[src/hw/rtl/dms_mul.sv]
// Shared 32x32 unsigned multiplier with registered product.
// Depends on nothing.
module dms_mul (
  input  logic        clk_i,
  input  logic [31:0] a_i,
  input  logic [31:0] b_i,
  output logic [63:0] prod_o
);

  logic [63:0] prod_q;

  always_ff @(posedge clk_i) begin
    prod_q <= 64'(a_i) * 64'(b_i);
  end

  assign prod_o = prod_q;

endmodule

[config.mk]
export PLATFORM = sky130hd
export DESIGN_NAME = dms_mul
export DESIGN_NICKNAME = d
export VERILOG_FILES = /design/src/hw/rtl/dms_mul.sv
export SDC_FILE = /design/constraint.sdc
export NUM_CORES = 2
export LEC_CHECK = 0
export ABC_CLOCK_PERIOD_IN_PS = 9000
export BUFFER_PORTS_ARGS = -buffer_cell sky130_fd_sc_hd__buf_4
export CAP_MARGIN = 10
export CORE_MARGIN = 4
export CORE_UTILIZATION = 45
export CTS_BUF_LIST = sky130_fd_sc_hd__clkbuf_16
export DETAILED_ROUTE_END_ITERATION = 6
export PLACE_DENSITY = 0.7
export RECOVER_POWER = 50
export SYNTH_ARGS = -nofsm -noshare
export SYNTH_HDL_FRONTEND = slang
export SYNTH_SLANG_ARGS = --single-unit
[constraint.sdc]
create_clock -name clk_i -period 9 [get_ports clk_i]
set_clock_uncertainty 0.15 [all_clocks]
set_input_delay 0 -clock clk_i [delete_from_list [all_inputs] [get_ports clk_i]]
set_output_delay 0 -clock clk_i [all_outputs]
set_load 0.1 [all_outputs]
==> results.txt <==
The kind of cell with the highest combined delay along the critical path is adder cells. The net count of the mapped netlist is 4,972, and the width of the die is 286 um. On the critical path, the stage with the largest delay is an instance of sky130_fd_sc_hd__a31oi_1. Entering global routing, the biggest net connects 33 pins.

The run finished with clean final reports. The logs give 90.9 mm for the total wire length after detailed routing and 4 for the number of antenna violations at the first check in global routing. The critical path is of the in2reg type.

The starting density of the core was 0.455; the number of buffers inserted to repair setup after CTS was 0. The routed layout has 24,700 vias. The worst path arrival time is 7.72 ns.

The number of violations of the max-capacitance limit came out at 0. Detailed route wirelength on metal3: 4.67 mm. The via count of the first global-routing pass was 27,300; the vias per cell was 5.25.

Among all flip-flop cells after synthesis, the most frequent one is sky130_fd_sc_hd__dfxtp_1. Clock tree synthesis inserted a total of 9 buffers. The first global-routing pass estimated 147 mm of wire. Count of filler cells inserted in the layout: 7,273. After synthesis, the netlist uses 57 different library cells.

The final instance area is 36,200 um2, and the clock transition time at the flip-flop clock pins of the worst setup and hold paths is 0.06 ns. The fraction of final layout cells with drive strength greater than 1 is 0.0264, and the total of endpoints with negative setup slack in the final report is 0. The critical path contains buffers and inverters numbering 5 combined. Of all nets on the critical path, the largest fanout is 32. Setup repair after global routing left no endpoint under its margin.

The register with the most flip-flops in the layout has 64 of them. In this run, the number of DRC markers left after iteration 0 of detailed routing was 1,504. Floorplan row count: 101. The critical path goes through dlygate4sd3_1, buf_4, nand2_1, fa_1, fa_1, inv_1, fa_1, fa_1, fa_1, fa_1, fa_1, inv_1, fa_1, inv_1, ha_1, nand4_1, or4_1, or3_1, a31oi_1, a31o_2, a211oi_1, o21ai_1, xor2_1. The critical path launch point type was an input port.

The final critical-path share of the clock period was 0.845; the number of H-tree branching levels was 3. For the number of ports placed on the die boundary, the log shows 129. The tools report the cell at the root of the clock tree as sky130_fd_sc_hd__clkbuf_16. After legalization and detailed placement, the total HPWL measured 74.3 mm. The run gives 0.229 as the combined global-route utilization of all metal layers.

In this run the remaining antenna-violating nets after routing total 0. The total of buffers placed on input and output ports is 128, and the area of the core is 76,200 um2. In this run, synthesis inferred 0 flip-flops with an integrated enable.

For the remaining global-route overflow, the log shows 0. Based on the critical path, the design can be clocked at up to 131 MHz. At the pin with the least slew margin, the transition time is 1.29 ns. The proportion of synthesized flip-flops having asynchronous set or reset is 0. Yosys printed 0 warnings. After layout, the worst setup slack is 1.39 ns.

The largest single stage delay on the critical path is 0.58 ns. The cell count after synthesis came out at 3,748. Area enclosed by the die boundary: 81,600 um2. TritonCTS built the clock tree. Counting stages on the worst path, the most repeated cell is sky130_fd_sc_hd__fa_1. The placed instances occupy a cell area of 36,100 um2. From synthesis to final layout, the design area changed by 4.41%. The final number of max-transition violations is 0, and the maximum count of clock buffers along a single path is 2. The tightest min-delay check is of the in2reg type.

STA classifies the critical path endpoint as a flop. The placer congestion estimate is 0.909. The worst slew slack as a fraction of its limit was 0.145. In the final routed layout, each cell accounts on average for 19.3 um. In this run the top signal layer used is met4. For this block, wires on met1 add up to 32.9 mm. The setup slack at placement was 1.21 ns; the residual DRC count was 0.

The net count of the finished layout is 4,895. The mean instance size in the synthesized netlist is 9.25 um2. The sequential share of the synthesized area is 0.0369.

The combined area of all synthesized cells is 34,700 um2, and the number of endpoints with negative hold slack in the final report is 0. Before antenna repair, the detailed router went through 5 iterations. The clock sink total was 64. The routed wire length on met2 was 48.3 mm; the number of synthesized register bits was 64.

Vertical die dimension: 286 um. The minimum clock period after layout was 7.61 ns; the total negative slack was 0 ns. The tools report the required time of the critical path as 9.12 ns.
-- path summary, 6_finish.rpt --
check	start	endpoint	slack, ns	depth (start not counted)
worst max-delay path	a_i[0]	prod_o[62]	1.39	23
worst min-delay path	b_i[0]	prod_o[1]	0.18	3
-- routing by layer --
metal / vias to the layer above / global-route usage
met4: 0 / 0.108
met5: - / 0
met1: 13000 / 0.266
li1: 10700 / -
met2: 836 / 0.419
met3: 233 / 0.0316
-- worst min-delay path, stage by stage --
cell	delay [ns]
sky130_fd_sc_hd__buf_4	0.34
sky130_fd_sc_hd__and2_1	0.19
sky130_fd_sc_hd__ha_1	0.11
-- layout make-up --
cell class              instances  area, um2  area share
clock inverters                 7       86.3     0.00238
clock buffers                   9        225     0.00622
repair buffers                132        756      0.0209
multi-input cells            2599      29300       0.810
inverters                     865       3250      0.0897
well taps                    1030       1290      0.0356
flip-flops and latches         64       1280      0.0354
diodes                          3       7.51    0.000207
-- cells by family (layout without fill, tap and decap cells) --
logic type,count (synthesis),after routing,share of synthesized area
AOI/OAI and AO/OA,202,202,0.0415
xor gates and xnor gates,60,60,0.0152
adders and majority gates,1159,1159,0.612
buffers and inverters,1085,1013,0.118
DFF,64,64,0.0369
muxes,1,1,0.000289
other,0,3,0
and+or+nand+nor,1177,1177,0.176
-- cells in the mapped netlist (all sizes together) (5+ instances only) --
master	instances	share of area
fa	896	0.52
ha	263	0.095
o21bai	11	0.0025
o21a	9	0.0019
nor2	20	0.0022
nand3	10	0.0014
dfxtp	64	0.037
a21o	40	0.0087
nand4	23	0.0041
nor3	7	0.0010
xnor2	35	0.0088
clkbuf	213	0.023
and2	602	0.11
nand2	480	0.052
inv	865	0.094
o21ai	26	0.0038
xor2	25	0.0063
buf	7	0.00097
o31ai	5	0.0023
a21oi	66	0.0099
a31oi	12	0.0022
and3	14	0.0025
-- cell usage in the layout (no fill, tap or decap), types with 10 or more instances in the layout --
cell,instances
sky130_fd_sc_hd__a21oi_1,63
sky130_fd_sc_hd__clkbuf_1,64
sky130_fd_sc_hd__nand2_1,480
sky130_fd_sc_hd__o21ai_0,21
sky130_fd_sc_hd__and3_1,14
sky130_fd_sc_hd__and2_1,602
sky130_fd_sc_hd__o21bai_1,10
sky130_fd_sc_hd__nand4_1,23
sky130_fd_sc_hd__a31oi_1,12
sky130_fd_sc_hd__inv_1,865
sky130_fd_sc_hd__a21o_1,40
sky130_fd_sc_hd__xor2_1,25
sky130_fd_sc_hd__ha_1,263
sky130_fd_sc_hd__fa_1,896
sky130_fd_sc_hd__nand3_1,10
sky130_fd_sc_hd__buf_4,66
sky130_fd_sc_hd__dfxtp_1,64
sky130_fd_sc_hd__xnor2_1,35
sky130_fd_sc_hd__nor2_1,20
-- metrics by stage --
step	instances	hold slack, ns	util
4_1_cts	4706	0.154	0.478
5_1_grt	4707	0.198	0.475
6_report	4709	0.177	0.475
2_1_floorplan	3748	-0.0227	-
3_3_place_gp	4688	0.345	0.474
3_5_place_dp	4688	0.337	0.474
-- timing repair --
action | in CTS | in global routing
gates resized for setup | 0 | 0
hold endpoints to repair | 1 | 0
hold buffers | 2 | 0
Power is left out: the tool's default activity adds up to more than one toggle a clock period on the data nets, which glitch-free logic cannot reach.
