`src/hw/rtl/dms_div.sv`:
```
// Restoring divider, one quotient bit per cycle, 32-bit quotient of a 96-bit
// numerator by a 65-bit divisor (quotient known to fit). Depends on nothing.
module dms_div (
  input  logic        clk_i,
  input  logic        rst_ni,
  input  logic        start_i,
  input  logic [95:0] num_i,
  input  logic [64:0] den_i,
  output logic        done_o,
  output logic [31:0] quo_o
);

  logic        busy_q;
  logic        done_q;
  logic [4:0]  cnt_q;
  logic [64:0] rem_q;
  logic [31:0] low_q;
  logic [31:0] quo_q;
  logic [65:0] trial;
  logic [65:0] diff;

  assign trial = {rem_q, low_q[31]};
  assign diff  = trial - {1'b0, den_i};

  always_ff @(posedge clk_i or negedge rst_ni) begin
    if (!rst_ni) begin
      busy_q <= 1'b0;
      done_q <= 1'b0;
      cnt_q  <= '0;
    end else begin
      done_q <= busy_q && (cnt_q == 5'd31);
      if (start_i) begin
        busy_q <= 1'b1;
        cnt_q  <= '0;
      end else if (busy_q) begin
        cnt_q <= cnt_q + 5'd1;
        if (cnt_q == 5'd31) begin
          busy_q <= 1'b0;
        end
      end
    end
  end

  always_ff @(posedge clk_i) begin
    if (start_i) begin
      rem_q <= {1'b0, num_i[95:32]};
      low_q <= num_i[31:0];
    end else if (busy_q) begin
      low_q <= {low_q[30:0], 1'b0};
      if (trial >= {1'b0, den_i}) begin
        rem_q <= diff[64:0];
        quo_q <= {quo_q[30:0], 1'b1};
      end else begin
        rem_q <= trial[64:0];
        quo_q <= {quo_q[30:0], 1'b0};
      end
    end
  end

  assign done_o = done_q;
  assign quo_o  = quo_q;

endmodule

```
`config.mk`:
```
export PLATFORM = sky130hd
export DESIGN_NAME = dms_div
export DESIGN_NICKNAME = d
export VERILOG_FILES = /design/src/hw/rtl/dms_div.sv
export SDC_FILE = /design/constraint.sdc
export NUM_CORES = 1
export LEC_CHECK = 0
export BUFFER_PORTS_ARGS = -buffer_cell sky130_fd_sc_hd__buf_2
export CELL_PAD_IN_SITES_DETAIL_PLACEMENT = 0
export CELL_PAD_IN_SITES_GLOBAL_PLACEMENT = 2
export CORE_MARGIN = 5
export CORE_UTILIZATION = 35
export DETAILED_ROUTE_END_ITERATION = 6
export PLACE_DENSITY_LB_ADDON = 0.1
export SYNTH_ARGS = -nofsm -noshare
export SYNTH_HDL_FRONTEND = slang
export SYNTH_SLANG_ARGS = --single-unit
export TNS_END_PERCENT = 1
```
`constraint.sdc`:
```
create_clock -name clk_i -period 5.6 [get_ports clk_i]
set_input_delay 0.28 -clock clk_i [delete_from_list [all_inputs] [get_ports clk_i]]
set_output_delay 0.28 -clock clk_i [all_outputs]
set_load 0.02 [all_outputs]
```
==> impl_results.md, run 1 <==
* Async S/R FF share, synth at 5.15%
* Crit-path cells: inv_1, ha_1, inv_1, fa_1, a21oi_1, o211ai_1, a211oi_1, a2111o_1, nor3b_2, or3_1, a21o_2, buf_4, nor2_1, a221o_1
* Post-route DRC at 0
* Crit end category: flop
* Fin. Hold Viols at 0
* Worst r2r path cells at 14
* Status: completed
* DR iter-0 viols at 393
* Die Span Y at 180 µm
* Fin. max-slew vios at 0
* Setup-failing EPs final at 0
* Post-synthesis register bit count at 136
* Initial antenna violation count at 1
* Gr usage total at 17.5%
* Slew at the pin with the worst max-slew slack at 1020 ps
* Post_cts resized at 0
* Drt total wl at 28.8 mm
* Highest Clock Rate at 234 MHz
* WP data arrival at 4470 ps
* Worst Setup Start Kind: flop
* Met1 Usage GRT at 24.0%
* Post-route cell area at 11900 µm²
* RSZ-0062 raised after global routing: no
* Yosys warning count at 0
* First-pass GRT wire length at 45.8 mm
* Clk_lat worst skew at 440 ps
* Post-synth EDFFs at 128
* Cts-stage hold buffer count at 1
* Vias at 8430
* Synth Area per Inst at 9.21 µm²
* Crit Path Class: reg -> reg
* Pre-antenna DRT Iters at 5
* Hold Path Class: in -> reg
* CTS Root Cell: clkbuf_16
* Fin Setup TNS at 0 ps
* Worst Skew at 11.4 ps
* LEAKAGE at 0.00522 µW
* Nets at 1495
* Initial cell density of the core at 35.3%
* Boundary Pins at 197
* Pin count of the biggest net entering global routing at 71
* CP max-delay cell: buf_4
* DPL Wire Length at 21.7 mm
* Core Footprint at 28500 µm²
* Max VDD drop at 0.285 mV
* Mapped Area at 10100 µm²
* I/O Buffers at 196
* Met3 global-route usage at 3.40%
* CTS clk-pin slew, worst paths at 70 ps
* Max-slew headroom at 29.9%
* Max stage delay on crit path at 640 ps
* M2 GR Usage at 28.6%
* Util after Layout at 41.7%
* Worst EP required at 5790 ps
* CTS Buffer Depth at 2
* Die Wd at 180 µm
* Max cap viols at 0
* Final Wtd Congestion at 0.826
* Cell mode on critical path: inv_1
* Most frequent cells in the layout: 195 x buf_2, 143 x a21oi_1, 128 x edfxtp_1, 105 x inv_1, 91 x nor2_1
* Commonest non-fill, non-tap cell in the layout: buf_2
* WHS Path Cells at 3
* Gr ovfl total at 0
* Post-CTS Setup Bufs at 0
* Drt via density at 5.08
* Clock period minus worst slack at 4280 ps
* Power per cell area at 546 nW/µm²
* Syn Nets at 1325
* TritonCTS clock tree: built
* TritonCTS buffer count at 17
* Routed Antenna Nets at 0
* Busiest layer in global routing: met2
* FP Rows at 62
* H-tree depth at 4
* DR WL/cell at 17.4 µm
* Sequential fraction of the synthesis area at 40.1%
* Area delta synth->final at 18.3%
* Tcrit/Tclk final at 76.4%
* Vias in the first global route at 8501
* Clock sinks at 136
* DP Area at 11400 µm²
* Worst Path Max Fanout at 70
* Fraction of final layout cells sized beyond drive strength 1 at 23.6%
* Top_reg_cell synth: edfxtp_1
* Die ar. at 32300 µm²
* Distinct cells, synth at 64
* Cells after Synth at 1093
final timing paths:
kind                                          start              endpoint  slack, ps
worst max-delay path            low_q[31]$_DFFE_PP_   rem_q[62]$_DFFE_PP_       1320
min in group asynchronous                    rst_ni      busy_q$_DFF_PN0_        230
worst min register to register  quo_o[12]$_DFFE_PP_   quo_o[13]$_DFFE_PP_        440
worst max register to register  low_q[31]$_DFFE_PP_   rem_q[62]$_DFFE_PP_       1320
max in group asynchronous                    rst_ni  cnt_q[3]$_DFFE_PN0P_       5210
worst min-delay path                      num_i[55]   rem_q[23]$_DFFE_PP_        120
layer usage:
layer	share of wire, %	vias up
met1	49	3947
met2	47	160
met4	1.1	0
li1	-	4304
met3	3.4	19
met5	0	-
through the flow:
stage               power, µW  hold WS [ps]  worst slack, ps  cells
detailed placement       5470           127             1300   1627
floorplan                4560         -15.6             2230   1093
global placement         5480           125             1280   1627
finish                   6500           122             1320   1661
global route             7090           108             1030   1661
CTS                      6570           102             1290   1660
layout make-up:
type / instances / area, µm²
Fill cell: 2988 / 16600
Multi-Input combinational cell: 798 / 5400
Sequential cell: 136 / 4040
Timing Repair Buffer: 204 / 1060
Tap cell: 384 / 480
Clock buffer: 20 / 437
Inverter: 106 / 398
Clock inverter: 12 / 93.8
Antenna cell: 1 / 2.50
critical path, delay by kind of cell, from the launching register on:
family                   cells  cell delay [ps]
buffers and inverters        3              760
AND/OR/NAND/NOR              3              750
adder cells (fa/ha/maj)      2              550
flip-flops                   1              380
AO/OA/AOI/OAI                6             1610
state kept, by name (all words and copies together) (netlist names):
| signal | cells |
|---|---|
| cnt_q | 5 |
| rem_q | 65 |
| quo_o | 32 |
| done_o | 1 |
| low_q | 32 |
| busy_q | 1 |
where the power goes:
group | leakage (µW) | internal (µW) | switching [µW]
combinational | 0.00354 | 1520 | 2250
sequential | 0.00143 | 1510 | 161
clock | 0.000249 | 573 | 494
total | 0.00522 | 3600 | 2900
synth_stat cells, types with 16 or more instances:
| library cell | n | area share [%] |
|---|---|---|
| a21oi_1 | 143 | 7.1 |
| edfxtp_1 | 128 | 38 |
| inv_1 | 105 | 3.9 |
| nor2_1 | 91 | 3.4 |
| nand2_1 | 80 | 3.0 |
| ha_1 | 67 | 8.3 |
| mux2_2 | 61 | 6.8 |
| o21ai_0 | 56 | 2.8 |
| xnor2_1 | 36 | 3.1 |
| clkbuf_1 | 33 | 1.2 |
| a21o_1 | 30 | 2.2 |
| nand4_1 | 25 | 1.6 |
| nand3_1 | 21 | 1.0 |
| xor2_1 | 21 | 1.8 |
| a211oi_1 | 20 | 1.5 |
| o21bai_1 | 16 | 1.2 |
kinds of logic (layout without fill, tap and decap cells):
family / Yosys count / in the layout / share of synthesized area (%)
AO/OA/AOI/OAI: 322 / 322 / 19.4
XOR/XNOR: 57 / 57 / 4.96
other: 0 / 1 / 0
multiplexers: 66 / 66 / 7.32
buffers and inverters: 159 / 342 / 6.30
flip-flops: 136 / 136 / 40.1
AND/OR/NAND/NOR: 285 / 285 / 13.4
adder cells (fa/ha/maj): 68 / 68 / 8.52
Note: power is estimated with default switching activity, not from simulation.
==> inputs of run 2 (changes only) <==
--- a/config.mk
+++ b/config.mk
@@ -5,11 +5,12 @@
 export SDC_FILE = /design/constraint.sdc
 export NUM_CORES = 1
 export LEC_CHECK = 0
+export ABC_AREA = 1
 export BUFFER_PORTS_ARGS = -buffer_cell sky130_fd_sc_hd__buf_2
 export CELL_PAD_IN_SITES_DETAIL_PLACEMENT = 0
 export CELL_PAD_IN_SITES_GLOBAL_PLACEMENT = 2
 export CORE_MARGIN = 5
-export CORE_UTILIZATION = 35
+export CORE_UTILIZATION = 31
 export DETAILED_ROUTE_END_ITERATION = 6
 export PLACE_DENSITY_LB_ADDON = 0.1
 export SYNTH_ARGS = -nofsm -noshare
==> constraint.sdc (replaced) <==
create_clock -name clk_i -period 4.1 [get_ports clk_i]
set_input_delay 0.205 -clock clk_i [delete_from_list [all_inputs] [get_ports clk_i]]
set_output_delay 0.205 -clock clk_i [all_outputs]
set_load 0.02 [all_outputs]
==> run 2 against run 1 <==
Against the previous run: register-to-register slack got worse by 520 ps; global-route usage increased by 3.8 points; sequential cell count unchanged; worst hold slack got worse by 95 ps; critical endpoint is now rem_q[35]$_DFFE_PP_.
==> impl_results.md, run 2 <==
* Max stage delay on crit path at 490 ps (-150 ps)
* CTS clk-pin slew, worst paths at 70 ps (about the same)
* # fillers at 4686 (+57%)
* Drt via density at 4.45 (-12%)
* Setup-failing EPs final at 0 (unchanged)
* Post-synth EDFFs at 128 (unchanged)
* Status: completed
* Post-route DRC at 0 (unchanged)
* Met1 Usage GRT at 29.4% (+5.4 points)
* Final Wtd Congestion at 0.916 (+11%)
* Internal power at 5020 µW (+39%)
* Highest Clock Rate at 304 MHz (+30%)
* Area delta synth->final at 22.6%
* WP data arrival at 3520 ps (-950 ps)
* Fin. Hold Viols at 0 (unchanged)
* CTS Root Cell: clkbuf_16
* Util after Layout at 38.2% (-3.5 points)
* Drt total wl at 49.1 mm (+70%)
* DR iter-0 viols at 648 (+65%)
* Top_reg_cell synth: edfxtp_1
* Initial antenna violation count at 1 (unchanged)
* Worst EP required at 4330 ps (-1460 ps)
* Fraction of final layout cells sized beyond drive strength 1 at 11.2% (-12 points)
* Initial cell density of the core at 31.2% (-4.1 points)
* DR WL/cell at 16.6 µm (-4.4%)
* Sequential fraction of the synthesis area at 31.0% (-9.1 points)
* Distinct cells, synth at 37 (-42%)
* Yosys warning count at 0 (unchanged)
* Busiest layer in global routing: met2
* Clock period minus worst slack at 3290 ps (-983 ps)
* First-pass GRT wire length at 76.5 mm (+67%)
* Cell taking the most area after synthesis: edfxtp_1
* Fin Setup TNS at 0 ps (unchanged)
* Power per cell area at 642 nW/µm² (+18%)
* Met3 global-route usage at 3.53% (+0.14 points)
* H-tree depth at 4 (unchanged)
* Max reg flops at 65 (unchanged)
* Mapped Area at 13000 µm² (+29%)
* Synth Area per Inst at 6.08 µm² (-34%)
* Sequential Area at 4040 µm² (unchanged)
* Count leader, synth: nand2_1
* Most frequent cells in the layout: 952 x nand2_1, 472 x inv_1, 195 x buf_2, 184 x nand3_1, 128 x edfxtp_1
* Pin count of the biggest net entering global routing at 69 (-2.8%)
* Antenna Cells at 0 (-1)
* Routed Antenna Nets at 0 (unchanged)
* Worst Skew at 13.7 ps (+2.28 ps)
* Clock share of power at 16.1% (-0.3 points)
* Top cells by count, synth: 952 x nand2_1, 473 x inv_1, 184 x nand3_1, 128 x edfxtp_1, 105 x nor2_1
* Max VDD drop at 0.382 mV (+34%)
* Crit-path cells: ha_1, nand2_1, nor2_1, nand2_1, nor2_1, nand3_1, o21ai_1, nor2_4, nand2_4, buf_12, nand2_1, nand3_1, nand2_1
* Switch share at 51.0% (+6.4 points)
* DPL Wire Length at 40.4 mm (+86%)
* Async S/R FF share, synth at 5.15% (unchanged)
* Vias at 13200 (+56%)
* Nets at 2642 (+77%)
* Die Wd at 215 µm (+20%)
* Vias in the first global route at 13400 (+57%)
* Commonest non-fill, non-tap cell in the layout: nand2_1
* Crit end category: flop
* Max cap viols at 0 (unchanged)
* Max-slew headroom at 35.2% (+5.3 points)
* I/O Buffers at 196 (unchanged)
* Post-synthesis register bit count at 136 (unchanged)
* Multi-input logic area at 6860 µm² (+27%)
* Slew at the pin with the worst max-slew slack at 972 ps (-52.3 ps)
* Gr ovfl total at 0 (unchanged)
* Worst Setup Start Kind: flop
* Post_cts resized at 0 (unchanged)
* FP Rows at 75 (+21%)
* Core Footprint at 41800 µm² (+46%)
* Cell mode on critical path: nand2_1
* Crit Path Class: reg -> reg
* TritonCTS clock tree: built
* Top cells by area, synth: edfxtp_1 30%, nand2_1 27%, inv_1 14%
* Clk_lat worst skew at 470 ps (+30 ps)
* Yosys top cell area share at 29.5% (-8.6 points)
* CTS Buffer Depth at 2 (unchanged)
* Fin worst setup slack at 806 ps (-517 ps)
* Fin. max-slew vios at 0 (unchanged)
* TritonCTS buffer count at 17 (unchanged)
* Logic gate share of total power at 62.3% (+4.4 points)
* LEAKAGE at 0.00921 µW (+77%)
* Cells after Synth at 2140 (+96%)
* Post-Place Worst Slack at 744 ps (-552 ps)
* CP max-delay cell: ha_1
* Gr usage total at 21.3% (+3.8 points)
* M2 GR Usage at 34.5% (+5.9 points)
* Hold Path Class: in -> reg
* Sequential power share at 21.5% (-4.2 points)
* Pre-antenna DRT Iters at 5 (unchanged)
* Worst Path Max Fanout at 66 (-5.7%)
* RSZ-0062 raised after global routing: no
* Syn Nets at 2372 (+79%)
* Boundary Pins at 197 (unchanged)
* Clock sinks at 136 (unchanged)
* Reg with most FFs: rem_q
* Tcrit/Tclk final at 80.3% (+4.0 points)
* Net Switching at 5230 µW (+80%)
* Die ar. at 46200 µm² (+43%)
* Die Span Y at 215 µm (+20%)
==> run 2: cell types whose count changed after synthesis, sizes merged, moves of 18 or more <==
cell,previous run,this run
nand2,80,962
inv,106,484
nand3,21,184
a21oi,143,47
mux2,61,0
o21ai,56,4
a21o,30,1
nor2,91,117
xor2,21,0
a211oi,20,0
clkbuf,35,17
==> run 2: path summary, 6_finish.rpt <==
check	cells past startpoint	start	to	slack (ps)
max	13	rem_q[49]$_DFFE_PP_	rem_q[35]$_DFFE_PP_	810
min	3	num_i[37]	rem_q[5]$_DFFE_PP_	30
max reg2reg	13	rem_q[49]$_DFFE_PP_	rem_q[35]$_DFFE_PP_	810
min in group asynchronous	2	rst_ni	cnt_q[1]$_DFFE_PN0P_	100
min reg2reg	0	quo_o[10]$_DFFE_PP_	quo_o[11]$_DFFE_PP_	450
max in group asynchronous	2	rst_ni	busy_q$_DFF_PN0_	3840
==> run 2: cells by family after synthesis <==
| kind of cell | count (synthesis) | share of synthesized area (%) |
|---|---|---|
| simple gates | 1322 | 41.6 |
| compound gates | 57 | 2.31 |
| flops | 136 | 31.0 |
| buf+inv | 526 | 16.3 |
| xor+xnor | 31 | 2.09 |
| fa+ha+maj | 68 | 6.60 |
==> run 2: layer usage <==
| layer | wire length, µm | vias up |
|---|---|---|
| met1 | 24100 | 5898 |
| met4 | 1120 | 2 |
| met3 | 1680 | 42 |
| met2 | 22200 | 242 |
| li1 | - | 6987 |
| met5 | 13 | - |
==> run 2: worst max-delay path, delay by kind of cell (launching register included) <==
kind	cells	cell delay, ps
fa+ha+maj	1	490
buf+inv	1	270
compound gates	1	220
flops	1	390
simple gates	10	1610
==> run 2: power groups by stage <==
| stage | Sequential (µW) | Clock, µW | Combinational (µW) |
|---|---|---|---|
| 2_1_floorplan | 2180 | 0 | 4620 |
| 3_3_place_gp | 2240 | 0 | 6390 |
| 3_5_place_dp | 2220 | 0 | 6400 |
| 4_1_cts | 2210 | 1710 | 6490 |
| 5_1_grt | 2250 | 1770 | 7300 |
| 6_report | 2210 | 1650 | 6380 |
==> run 2: timing repair <==
action	in CTS	in global routing
hold buffers	89	0
endpoints found under the hold margin	95	0
setup buffers	0	0
==> run 2: metrics by stage <==
| stage | instances | hold slack, ps | total power (µW) | instance area [µm²] |
|---|---|---|---|---|
| global placement | 2841 | 46.2 | 8630 | 14500 |
| detailed placement | 2841 | 50.0 | 8620 | 14500 |
| finish | 2962 | 27.5 | 10200 | 16000 |
| CTS | 2962 | 0.0269 | 10400 | 16000 |
| floorplan | 2140 | -90.6 | 6800 | 13000 |
| global route | 2962 | 11.8 | 11300 | 16000 |
==> run 2: cell type report <==
cell class / count / share of cell area (%)
clock buffer: 17 / 2.67
timing repair buffer: 293 / 12.3
sequential: 136 / 25.3
multi-input combinational: 1478 / 43.0
inverter: 484 / 11.4
clock inverter: 15 / 1.11
tap: 539 / 4.23
